## config.mk

```make
export PLATFORM = sky130hd
export DESIGN_NAME = bss_ram
export DESIGN_NICKNAME = d
export VERILOG_FILES = /design/src/hdl/bss_ram.sv
export SDC_FILE = /design/constraint.sdc
export NUM_CORES = 1
export LEC_CHECK = 0
export BUFFER_PORTS_ARGS = -buffer_cell sky130_fd_sc_hd__buf_2
export CORE_ASPECT_RATIO = 1.2
export CORE_UTILIZATION = 40
export CTS_BUF_LIST = sky130_fd_sc_hd__clkbuf_8
export CTS_CLUSTER_SIZE = 10
export DETAILED_ROUTE_END_ITERATION = 7
export GPL_TIMING_DRIVEN = 0
export PLACE_DENSITY = 0.64
export SLEW_MARGIN = 20
export SYNTH_ARGS = -nofsm -noshare
export SYNTH_HDL_FRONTEND = slang
export SYNTH_SLANG_ARGS = --single-unit
```

## constraint.sdc

```tcl
create_clock -name clk -period 1.7 [get_ports clk]
set_clock_uncertainty 0.15 [all_clocks]
set_input_delay 0.34 -clock clk [delete_from_list [all_inputs] [get_ports clk]]
set_output_delay 0.34 -clock clk [all_outputs]
set_load 0.02 [all_outputs]
```

## src/hdl/bss_ram.sv

```systemverilog
// bss_ram: generic single-write, single-read synchronous ram
// read data registered; no dependencies
`timescale 1ns / 1ps

module bss_ram #(
	parameter int WIDTH = 8,
	parameter int DEPTH = 4
) (
	input  logic                     clk,
	input  logic                     we,
	input  logic [$clog2(DEPTH)-1:0] waddr,
	input  logic [WIDTH-1:0]         wdata,
	input  logic                     re,
	input  logic [$clog2(DEPTH)-1:0] raddr,
	output logic [WIDTH-1:0]         rdata
);

	logic [WIDTH-1:0] mem_q [DEPTH];

	always_ff @(posedge clk) begin
		if (we) begin
			mem_q[waddr] <= wdata;
		end
		if (re) begin
			rdata <= mem_q[raddr];
		end
	end

endmodule

```

==> flow_summary.toml <==
[outcome]
outcome = "finished clean"

[detailed_routing]
post_drt_wl_per_cell_um = 16.69
vias = 606
ant_nets = 0
viasPerCell = 5.092
drc = 0
dr.pass1.iters = 3
drt-initial-drc-count = 11
wirelength_mm = 1.986

[synthesis]
syn_area_mm2 = 0.001429
synth.area.mux_share_pct = 12.61
synthesis.nets = 69
avgSynthCellArea_um2 = 26.46
synth_seq_area_share_pct = 84.06
yosys.area.top_type_share_pct = 84.06
ys_seq_elements = 40
synthAdderAreaFrac_pct = 0
yosysWarnings = 0
ys_types = 7
synth_top_area_cell = "edfxtp_1"
synth_compound_area_share_pct = 0
synth_area_leaders = "edfxtp_1 (84%), mux4_2 (13%), and3b_1 (1.2%)"
synth-xor-area-share_pct = 0
synthCells = 54
yosys.area_share.simple_pct = 2.189
synth_top_family_by_area = "multiplexers"

[place]
placed_cell_area_mm2 = 0.001580
dpl.cell_count = 111
pre_cts_ws_ns = 0.04952
gp_congestion = 0.5975
port_buffers = 20

[critical_path]
worstSetupPathType = "input pin to flip-flop"
crit_path_start_kind = "input pin"
rrSetupSlack_ns = 0.42
cp.required_ns = 1.46
timing.rr.start = "mem_q[3][1]"
worstPathMaxFanout = 8
cp_top_family = "simple AND/OR/NAND/NOR gates"
endpoint_kind = "flip-flop"
crit_arrival_ns = 1.08
crit_chain = "buf_2 > nor3b_2"
path_buf_inv = 1
r2r_cells = 1
critical_path.max_stage_delay_ns = 0.62
slowest_stage = "nor3b_2"
r2r-end = "rdata[1]"

[hold_path]
hold_class = "input pin to flip-flop"
min_path_cells = 1
hp-start = "wdata[6]"
holdPathEnd = "mem_q[2][6]"

[die]
dieArea_mm2 = 0.003816
rows = 23
io_pins = 23
die_w_um = 56.56
start_util_pct = 42.44
design.core.area_mm2 = 0.003367
die_y_um = 67.47

[clock_tree]
clk_path_buf_depth = 2
ctsHoldBuffers = 0
clock-root-buffer = "clkbuf_8"
clock_latency_ns = 0.28
h-tree-depth = 2
clk_pin_slew_worst_paths_ns = 0.07
cts_buffers = 5
cts_sinks = 40
cts_tree = "built"
cts_resized = 0
cts_setup_buffers = 0

[finish]
num-nets-final = 96
fin_area_mm2 = 0.001688
final_core_util_pct = 50.13
n_fill_cell = 263
area_growth_pct = 18.13
diodes = 0
stdcell_count = 119
drive_gt1_share_pct = 46.34

[global_route]
antenna_found_initial = 0
track_usage_pct = 13.29
grt_pass1_vias = 649
gr-total-overflow = 0
grt_util_met2_pct = 23.38
top_usage_layer = "met2"
grt_pass1_wl_mm = 3.284
grtUsageMet1_pct = 12.73
grt_use_met3_pct = 4.215
grt_max_degree = 13

[timing]
rsz0062_at_grt = "false"
worst_slack_ns = 0.3853
worst_slew_pin_slew_ns = 0.7243
finalHoldViolCount = 0
hold_ws_ns = 0.1222
max_freq_mhz = 760.6
period_minus_slack_ns = 1.315
setup_viol_count_final = 0
max_slew_margin_pct = 51.50
min_period_over_period_pct = 77.33
drv_slew = 0
tns_ns = 0

[power_and_ir_drop]
peakVddDrop_mv = 0.8658
power_leakage_nw = 0.5942
powerDensity_mw_per_mm2 = 1181
p_total_mw = 1.994

[job]
maxCapViolCount = 0
==> layout by cell type, fill, tap and decap left out <==
cell type,instances
clkbuf_2,1
buf_2,20
nor3b_2,1
and3b_1,2
inv_1,1
and3_1,1
buf_6,1
clkinv_2,1
bufinv_16,1
edfxtp_1,40
mux4_2,8
clkbuf_8,5
==> layer usage <==
metal | wire, µm | vias up
met5 | 0 | -
met4 | 65 | 0
met3 | 97 | 7
met2 | 1140 | 22
met1 | 682 | 294
li1 | - | 283
==> logic make-up after synthesis <==
kind of cell	after synthesis
AND/OR/NAND/NOR	4
multiplexers	8
buffers and inverters	2
flip-flops	40
==> how the worst max path moves through the flow <==
stage | slack (ns) | start | to | cells past startpoint
after floorplan | 0.15 | waddr[0] | mem_q[0][0] | 1
after global placement | -0.41 | waddr[0] | mem_q[0][6] | 2
after detailed placement | 0.05 | waddr[0] | mem_q[0][6] | 2
after CTS | 0.35 | waddr[0] | mem_q[0][7] | 2
after global routing | 0.35 | rdata[0] | rdata[0] | 1
final | 0.39 | waddr[0] | mem_q[0][7] | 2
==> cell type report <==
| type | count | area (µm²) | share of cell area, % |
|---|---|---|---|
| Timing Repair Buffer | 20 | 100.1 | 5.930 |
| Sequential cell | 40 | 1201 | 71.16 |
| Tap cell | 37 | 46.29 | 2.743 |
| Buffer | 2 | 16.27 | 0.9637 |
| Multi-Input combinational cell | 12 | 216.5 | 12.82 |
| Clock inverter | 3 | 38.79 | 2.298 |
| Clock buffer | 5 | 68.82 | 4.077 |
==> synthesized netlist by cell type, drive strengths merged <==
library cell and instances:
and3 1, and3b 2, buf 1, clkbuf 1
edfxtp 40, mux4 8, nor3b 1
==> report_power, final <==
part	leakage [nW]	internal, mW	switching (mW)	total [mW]
Sequential	0.372	1.15	0.0113	1.16
Combinational	0.163	0.0533	0.0657	0.119
Clock	0.0593	0.429	0.289	0.718
Total	0.594	1.63	0.366	1.99
==> sequential cells by signal, indices dropped and copies added, names as in the netlist <==
register and cells:
mem_q 32, rdata 8
Power figures use the tool's default switching activity.
