### config.mk
export PLATFORM = sky130hd
export DESIGN_NAME = bss_seq
export DESIGN_NICKNAME = d
export VERILOG_FILES = /design/src/hdl/bss_pkg.sv /design/src/hdl/bss_seq.sv
export SDC_FILE = /design/constraint.sdc
export NUM_CORES = 1
export LEC_CHECK = 0
export ABC_AREA = 1
export BUFFER_PORTS_ARGS = -buffer_cell sky130_fd_sc_hd__buf_4
export CORE_ASPECT_RATIO = 1.5
export CORE_MARGIN = 2
export CORE_UTILIZATION = 40
export CTS_CLUSTER_SIZE = 12
export DETAILED_ROUTE_END_ITERATION = 10
export GPL_TIMING_DRIVEN = 0
export PLACE_DENSITY_LB_ADDON = 0.15
export RECOVER_POWER = 50
export SKIP_LAST_GASP = 1
export SLEW_MARGIN = 0
export SYNTH_ARGS = -nofsm -noshare
export SYNTH_HDL_FRONTEND = slang
export SYNTH_SLANG_ARGS = --single-unit
### constraint.sdc
create_clock -name clk -period 3 [get_ports clk]
set_input_delay 0.15 -clock clk [delete_from_list [all_inputs] [get_ports clk]]
set_output_delay 0.15 -clock clk [all_outputs]
set_load 0.05 [all_outputs]
### src/hdl/bss_pkg.sv
// bss_pkg: shared types and constants of the binomial smoothing stencil
// payload structs for the sample and result channels, pipeline flag struct
// no dependencies
`timescale 1ns / 1ps

package bss_pkg;

	localparam int SAMPLE_BITS = 24;
	localparam int SIZE_Z_LIMIT = 64;
	localparam int CFG_INDEX_BITS = 8;
	localparam int CFG_DATA_BITS = 7;

	// register indexes of the configuration port
	localparam logic [CFG_INDEX_BITS-1:0] REG_DIMENSIONS = 8'd0;
	localparam logic [CFG_INDEX_BITS-1:0] REG_SIZE_X = 8'd1;
	localparam logic [CFG_INDEX_BITS-1:0] REG_SIZE_Y = 8'd2;
	localparam logic [CFG_INDEX_BITS-1:0] REG_SIZE_Z = 8'd3;

	typedef struct packed {
		logic signed [SAMPLE_BITS-1:0] cur_x;
		logic signed [SAMPLE_BITS-1:0] cur_y;
		logic signed [SAMPLE_BITS-1:0] cur_z;
		logic end_of_grid;
	} sample_t;

	typedef struct packed {
		logic signed [SAMPLE_BITS-1:0] smooth_x;
		logic signed [SAMPLE_BITS-1:0] smooth_y;
		logic signed [SAMPLE_BITS-1:0] smooth_z;
		logic last_cell;
	} result_t;

	typedef struct packed {
		logic emit;
		logic last;
	} bss_flags_t;

endpackage

### src/hdl/bss_seq.sv
// bss_seq: configuration registers and padded grid position sequencer
// depends on bss_pkg
`timescale 1ns / 1ps

module bss_seq
	import bss_pkg::*;
#(
	parameter int MAX_SIZE_X = 64,
	parameter int MAX_SIZE_Y = 64
) (
	input  logic                                          clk,
	input  logic                                          arst_n,
	input  logic                                          cfg_valid,
	input  logic [CFG_INDEX_BITS-1:0]                     cfg_index,
	input  logic [CFG_DATA_BITS-1:0]                      cfg_data,
	input  logic                                          step,
	input  logic                                          end_of_grid,
	output logic [1:0]                                    dims,
	output logic [$clog2(MAX_SIZE_X+2)-1:0]               pos_x,
	output logic [$clog2((MAX_SIZE_X+2)*(MAX_SIZE_Y+2))-1:0] addr,
	output bss_flags_t                                    flags
);

	localparam int PAD_X = MAX_SIZE_X + 2;
	localparam int PAD_Y = MAX_SIZE_Y + 2;
	localparam int XW = $clog2(PAD_X);
	localparam int YW = $clog2(PAD_Y);
	localparam int AW = $clog2(PAD_X * PAD_Y);

	logic [1:0]               dims_q;
	logic [CFG_DATA_BITS-1:0] size_x_q, size_y_q, size_z_q;
	logic [XW-1:0]            pos_x_q, x_last;
	logic [YW-1:0]            pos_y_q, y_last, y_clamp;
	logic [6:0]               pos_z_q, z_last, z_clamp;
	logic [1:0]               d;
	logic                     at_end;

	assign d = (dims_q == 2'd0) ? 2'd1 : dims_q;

	// last padded index per active axis is clamped size plus one, zero when inactive
	always_comb begin
		if (size_x_q == '0) begin
			x_last = XW'(2);
		end else if (32'(size_x_q) > MAX_SIZE_X) begin
			x_last = XW'(MAX_SIZE_X + 1);
		end else begin
			x_last = XW'(size_x_q) + XW'(1);
		end
		if (size_y_q == '0) begin
			y_clamp = YW'(2);
		end else if (32'(size_y_q) > MAX_SIZE_Y) begin
			y_clamp = YW'(MAX_SIZE_Y + 1);
		end else begin
			y_clamp = YW'(size_y_q) + YW'(1);
		end
		if (size_z_q == '0) begin
			z_clamp = 7'd2;
		end else if (32'(size_z_q) > SIZE_Z_LIMIT) begin
			z_clamp = 7'(SIZE_Z_LIMIT + 1);
		end else begin
			z_clamp = size_z_q + 7'd1;
		end
		y_last = (d >= 2'd2) ? y_clamp : '0;
		z_last = (d == 2'd3) ? z_clamp : '0;
	end

	assign at_end = (pos_x_q == x_last) && (pos_y_q == y_last) && (pos_z_q == z_last);

	assign flags.emit = (pos_x_q >= XW'(2)) && ((d < 2'd2) || (pos_y_q >= YW'(2)))
		&& ((d < 2'd3) || (pos_z_q >= 7'd2));
	assign flags.last = at_end;
	assign dims = d;
	assign pos_x = pos_x_q;
	assign addr = AW'(pos_y_q) * AW'(PAD_X) + AW'(pos_x_q);

	always_ff @(posedge clk or negedge arst_n) begin
		if (!arst_n) begin
			dims_q <= 2'd3;
			size_x_q <= 7'd64;
			size_y_q <= 7'd64;
			size_z_q <= 7'd64;
			pos_x_q <= '0;
			pos_y_q <= '0;
			pos_z_q <= '0;
		end else if (cfg_valid) begin
			unique case (cfg_index)
				REG_DIMENSIONS: dims_q <= cfg_data[1:0];
				REG_SIZE_X: size_x_q <= cfg_data;
				REG_SIZE_Y: size_y_q <= cfg_data;
				REG_SIZE_Z: size_z_q <= cfg_data;
				default: ;
			endcase
			if (cfg_index <= REG_SIZE_Z) begin
				pos_x_q <= '0;
				pos_y_q <= '0;
				pos_z_q <= '0;
			end
		end else if (step) begin
			if (end_of_grid || at_end) begin
				pos_x_q <= '0;
				pos_y_q <= '0;
				pos_z_q <= '0;
			end else if (pos_x_q == x_last) begin
				pos_x_q <= '0;
				if (pos_y_q == y_last) begin
					pos_y_q <= '0;
					pos_z_q <= pos_z_q + 7'd1;
				end else begin
					pos_y_q <= pos_y_q + YW'(1);
				end
			end else begin
				pos_x_q <= pos_x_q + XW'(1);
			end
		end
	end

endmodule
==> impl_results.html <==
<table>
<tr><th>Metric</th><th>Value</th></tr>
<tr><th colspan="2">Run status</th></tr>
<tr><td>Status</td><td>completed</td></tr>
<tr><th colspan="2">Timing</th></tr>
<tr><td>RSZ-0062 raised after global routing</td><td>no</td></tr>
<tr><td>Number of max-slew violations in the final report</td><td>0</td></tr>
<tr><td>Hold Violations, Final</td><td>0</td></tr>
<tr><td>Worst rel slew slack</td><td>26.6%</td></tr>
<tr><td>Final worst hold slack</td><td>0.0891 ns</td></tr>
<tr><td>Final setup violation count</td><td>0</td></tr>
<tr><td>Least-Margin Pin Slew</td><td>1.10 ns</td></tr>
<tr><td>Final total negative setup slack</td><td>0 ns</td></tr>
<tr><td>Period minus WS final</td><td>2.85 ns</td></tr>
<tr><td>Max Clk Rate</td><td>351 MHz</td></tr>
<tr><td>Worst-case clock skew</td><td>0.00630 ns</td></tr>
<tr><td>Period Utilization, post-route</td><td>95.0%</td></tr>
<tr><th colspan="2">Setup path</th></tr>
<tr><td>Crit path largest cell delay</td><td>0.56 ns</td></tr>
<tr><td>Worst path arrival time</td><td>2.70 ns</td></tr>
<tr><td>Startpoint Class</td><td>flop</td></tr>
<tr><td>Cell chain of the critical path</td><td>ha_1, ha_1, ha_2, fa_2, nand3_1, a21oi_2, nand2_1, nor2_1, xnor2_1, buf_4</td></tr>
<tr><td>Top cell by count, worst path</td><td>sky130_fd_sc_hd__ha_1</td></tr>
<tr><td>Worst Path Max Fanout</td><td>3</td></tr>
<tr><td>Top cell family by delay on the critical path</td><td>adder cells</td></tr>
<tr><td>Master of the slowest instance on the critical path</td><td>sky130_fd_sc_hd__fa_2</td></tr>
<tr><td>Req. time, crit path</td><td>2.85 ns</td></tr>
<tr><td>Critical path buffers and inverters</td><td>1</td></tr>
<tr><td>Worst Setup Path Type</td><td>reg2out</td></tr>
<tr><td>Setup crit end kind</td><td>output pin</td></tr>
<tr><th colspan="2">Power and ir drop</th></tr>
<tr><td>Maximum resistive drop on vdd</td><td>206 µV</td></tr>
<tr><td>Total chip power</td><td>1.57 mW</td></tr>
<tr><td>Areal power density over the cells</td><td>361 nW/µm²</td></tr>
<tr><td>Cell leakage power</td><td>2.22 nW</td></tr>
<tr><th colspan="2">Clocking</th></tr>
<tr><td>Insertion delay of the later-clocked pin in the worst-skew pair</td><td>0.29 ns</td></tr>
<tr><td>TritonCTS clock tree</td><td>yes</td></tr>
<tr><td>Clock slew at the register clock pins of the worst setup and hold paths</td><td>0.06 ns</td></tr>
<tr><td>TritonCTS Buffers</td><td>5</td></tr>
<tr><td>Root cell of the clock tree</td><td>sky130_fd_sc_hd__clkbuf_16</td></tr>
<tr><td>Maximum buffer depth of the clock tree</td><td>2</td></tr>
<tr><td>Clock sinks</td><td>44</td></tr>
<tr><td>Level count of the clock H-tree</td><td>2</td></tr>
<tr><th colspan="2">Route</th></tr>
<tr><td>Vias per cell</td><td>5.00</td></tr>
<tr><td>Pre-antenna DRT Iters</td><td>5</td></tr>
<tr><td>Detailed Route Iter0 Violations</td><td>154</td></tr>
<tr><td>Post-route ant nets</td><td>0</td></tr>
<tr><td>Total detailed-routing wirelength</td><td>9200 µm</td></tr>
<tr><td>DRC violation count after routing</td><td>0</td></tr>
<tr><td>Overall via count from detail_route</td><td>3480</td></tr>
<tr><td>Routed length per placed instance</td><td>13.2 µm</td></tr>
<tr><th colspan="2">Logic synthesis</th></tr>
<tr><td>Mean instance size in the synthesized netlist</td><td>7.02 µm²</td></tr>
<tr><td>Yosys reg bits</td><td>44</td></tr>
<tr><td>Most frequent cell after synthesis</td><td>sky130_fd_sc_hd__nand2_1</td></tr>
<tr><td>Leading post-synthesis cells by instance count</td><td>sky130_fd_sc_hd__nand2_1, sky130_fd_sc_hd__inv_1, sky130_fd_sc_hd__nand3_1, sky130_fd_sc_hd__dfrtp_1, sky130_fd_sc_hd__nor2_1</td></tr>
<tr><td>Synthesized cell area</td><td>3720 µm²</td></tr>
<tr><td>Primary FF master, synth</td><td>sky130_fd_sc_hd__dfrtp_1</td></tr>
<tr><td>Cell types occupying the most area after synthesis</td><td>sky130_fd_sc_hd__dfrtp_1, sky130_fd_sc_hd__nand2_1, sky130_fd_sc_hd__inv_1</td></tr>
<tr><td>Number of enable flip-flop cells after synthesis</td><td>0</td></tr>
<tr><td>Share of flip-flops with an asynchronous set or reset</td><td>100%</td></tr>
<tr><td>Synthesized Nets</td><td>576</td></tr>
<tr><td>Area fraction of the dominant cell type after synthesis</td><td>26.2%</td></tr>
<tr><td>Number of distinct library cells after synthesis</td><td>37</td></tr>
<tr><td>Sequential area share after synthesis</td><td>29.8%</td></tr>
<tr><td>Post-synthesis instance total</td><td>530</td></tr>
<tr><td>Largest area contributor in the netlist</td><td>sky130_fd_sc_hd__dfrtp_1</td></tr>
<tr><td>Warning count from the yosys run</td><td>0</td></tr>
<tr><th colspan="2">Die</th></tr>
<tr><td>Floorplan die width</td><td>82.7 µm</td></tr>
<tr><td>Top-level port count</td><td>44</td></tr>
<tr><td>Row Count</td><td>43</td></tr>
<tr><td>Die area</td><td>10100 µm²</td></tr>
<tr><td>Height of the die</td><td>122 µm</td></tr>
<tr><td>Area inside the core boundary</td><td>9150 µm²</td></tr>
<tr><td>Effective utilization at floorplan</td><td>40.7%</td></tr>
<tr><th colspan="2">Global route</th></tr>
<tr><td>First-pass GRT wire length</td><td>15600 µm</td></tr>
<tr><td>Largest net degree at the start of global routing</td><td>45</td></tr>
<tr><td>Via count of the first global-routing pass</td><td>3388</td></tr>
<tr><td>Antenna violations before repair</td><td>0</td></tr>
<tr><td>Met3 track demand over resource in global routing</td><td>2.52%</td></tr>
<tr><td>Most utilized layer in the global route result</td><td>met2</td></tr>
<tr><td>M1 GR Usage</td><td>23.7%</td></tr>
<tr><td>Combined global-route utilization of all metal layers</td><td>19.9%</td></tr>
<tr><td>Global-route met2 utilization</td><td>35.3%</td></tr>
<tr><td>GRT overflow</td><td>0</td></tr>
<tr><th colspan="2">Layout</th></tr>
<tr><td>Synth-to-Final Area Change</td><td>16.6%</td></tr>
<tr><td>Diodes inserted</td><td>0</td></tr>
<tr><td>NumNets Final</td><td>629</td></tr>
<tr><td>Fraction of layout instances using a drive strength above 1</td><td>13.9%</td></tr>
<tr><td>Layout Utilization</td><td>47.4%</td></tr>
<tr><td>Fill cell total of the finished layout</td><td>989</td></tr>
<tr><th colspan="2">Place</th></tr>
<tr><td>Number of buffers added on ports</td><td>43</td></tr>
<tr><td>DP Wirelength</td><td>7330 µm</td></tr>
<tr><td>Gp weighted congestion</td><td>0.962</td></tr>
<tr><th colspan="2">Worst hold path</th></tr>
<tr><td>Worst Hold Class</td><td>in2reg</td></tr>
<tr><th colspan="2">Flow run</th></tr>
<tr><td>Count of maximum capacitance violations</td><td>0</td></tr>
</table>
layout make-up:
| cell class | instances | area, µm² | share of cell area (%) |
|---|---|---|---|
| timing repair buffer | 46 | 312 | 7.19 |
| sequential | 44 | 1110 | 25.6 |
| inverter | 86 | 323 | 7.45 |
| multi-input combinational | 386 | 2210 | 51.0 |
| tap | 112 | 140 | 3.23 |
| clock buffer | 8 | 146 | 3.38 |
| buffer | 14 | 93.8 | 2.16 |
worst register-to-register path, stage by stage (launching register included):
cell and delay [ns]:
sky130_fd_sc_hd__dfrtp_1 0.47, sky130_fd_sc_hd__inv_1 0.12, sky130_fd_sc_hd__ha_1 0.15, sky130_fd_sc_hd__inv_1 0.05
sky130_fd_sc_hd__nor2_1 0.08, sky130_fd_sc_hd__nand3_1 0.08, sky130_fd_sc_hd__nand2_2 0.09, sky130_fd_sc_hd__buf_6 0.15
sky130_fd_sc_hd__nand3_2 0.08, sky130_fd_sc_hd__nand2_1 0.08, sky130_fd_sc_hd__nand2_1 0.07, sky130_fd_sc_hd__nor2_2 0.12
sky130_fd_sc_hd__nand3_4 0.13, sky130_fd_sc_hd__nand2_2 0.10, sky130_fd_sc_hd__nand2_2 0.12, sky130_fd_sc_hd__nor2_4 0.18
sky130_fd_sc_hd__inv_2 0.10, sky130_fd_sc_hd__nand2_1 0.08, sky130_fd_sc_hd__o21ai_2 0.05
layout by cell type, fill, tap and decap left out, types with 2 or more instances in the layout:
cell,netlist,layout
sky130_fd_sc_hd__o21ai_2,2,2
sky130_fd_sc_hd__nor2_4,2,2
sky130_fd_sc_hd__nor2_2,5,5
sky130_fd_sc_hd__nor2_1,35,35
sky130_fd_sc_hd__xnor2_1,6,6
sky130_fd_sc_hd__o31ai_1,3,3
sky130_fd_sc_hd__nand3_1,41,41
sky130_fd_sc_hd__dfrtp_1,39,37
sky130_fd_sc_hd__o21ai_0,26,25
sky130_fd_sc_hd__o21ai_1,9,10
sky130_fd_sc_hd__nor4_1,4,4
sky130_fd_sc_hd__clkbuf_1,6,17
sky130_fd_sc_hd__inv_2,2,2
sky130_fd_sc_hd__nand4_1,25,25
sky130_fd_sc_hd__buf_4,3,37
sky130_fd_sc_hd__dfstp_2,5,4
sky130_fd_sc_hd__buf_6,4,4
sky130_fd_sc_hd__nand2_1,137,137
sky130_fd_sc_hd__inv_1,82,82
sky130_fd_sc_hd__dfrtp_2,0,2
sky130_fd_sc_hd__a21oi_1,8,7
sky130_fd_sc_hd__nand2_2,4,4
sky130_fd_sc_hd__clkinv_1,2,2
sky130_fd_sc_hd__ha_1,24,23
sky130_fd_sc_hd__nand3_2,3,3
sky130_fd_sc_hd__clkbuf_16,0,5
sky130_fd_sc_hd__nor3_1,9,9
sky130_fd_sc_hd__xor2_1,29,28
sky130_fd_sc_hd__o22ai_1,4,4
what timing repair did:
action / in CTS / in global routing
gates resized for setup: 2 / 4
hold buffers: 1 / 0
endpoints found under the setup margin: 1 / 2
pin swaps: 0 / 1
buffers inserted: 1 / 1
endpoints found under the hold margin: 39 / 0
layer usage:
metal | routed length, µm | part of all wire, %
met4 | 299 | 3.3
met3 | 277 | 3.0
met5 | 0 | 0
met2 | 4750 | 52
met1 | 3880 | 42
cell families after synthesis:
| logic type | synth area share (%) |
|---|---|
| adder cells (fa/ha/maj) | 9.15 |
| flip-flops | 29.8 |
| AO/OA/AOI/OAI | 8.34 |
| AND/OR/NAND/NOR | 33.3 |
| XOR/XNOR | 8.24 |
| buffers and inverters | 11.2 |
metrics by stage:
step | area, µm² | setup slack [ns] | cells
floorplan | 3730 | 0.0402 | 530
global placement | 4190 | 0.254 | 685
detailed placement | 4190 | 0.203 | 685
CTS | 4360 | 0.0334 | 695
global route | 4340 | 0.0319 | 696
finish | 4340 | 0.150 | 696
sequential cells by signal (all words and copies together), names as in the netlist:
register,count
pos_x,7
pos_y_q,7
pos_z_q,7
size_x_q,7
size_y_q,7
size_z_q,7
dims_q,2
power by group:
group	internal, mW	switching, mW
Combinational	0.120	0.235
Clock	0.332	0.221
Sequential	0.622	0.0367
Total	1.07	0.493
path summary, 6_finish.rpt:
kind,from,to,slack [ns],depth (start not counted)
max,pos_y_q[1]$_DFFE_PN0P_,addr[12],0.15,10
min,cfg_data[3],size_z_q[3]$_DFFE_PN0P_,0.09,3
max reg2reg,size_x_q[0]$_DFFE_PN0P_,pos_z_q[6]$_DFFE_PN0P_,0.60,18
min reg2reg,dims_q[0]$_DFFE_PN1P_,dims_q[0]$_DFFE_PN1P_,0.50,2
max in group asynchronous,arst_n,pos_y_q[1]$_DFFE_PN0P_,1.65,2
min in group asynchronous,arst_n,pos_z_q[0]$_DFFE_PN0P_,0.60,2
(Power assumes the default switching activity.)
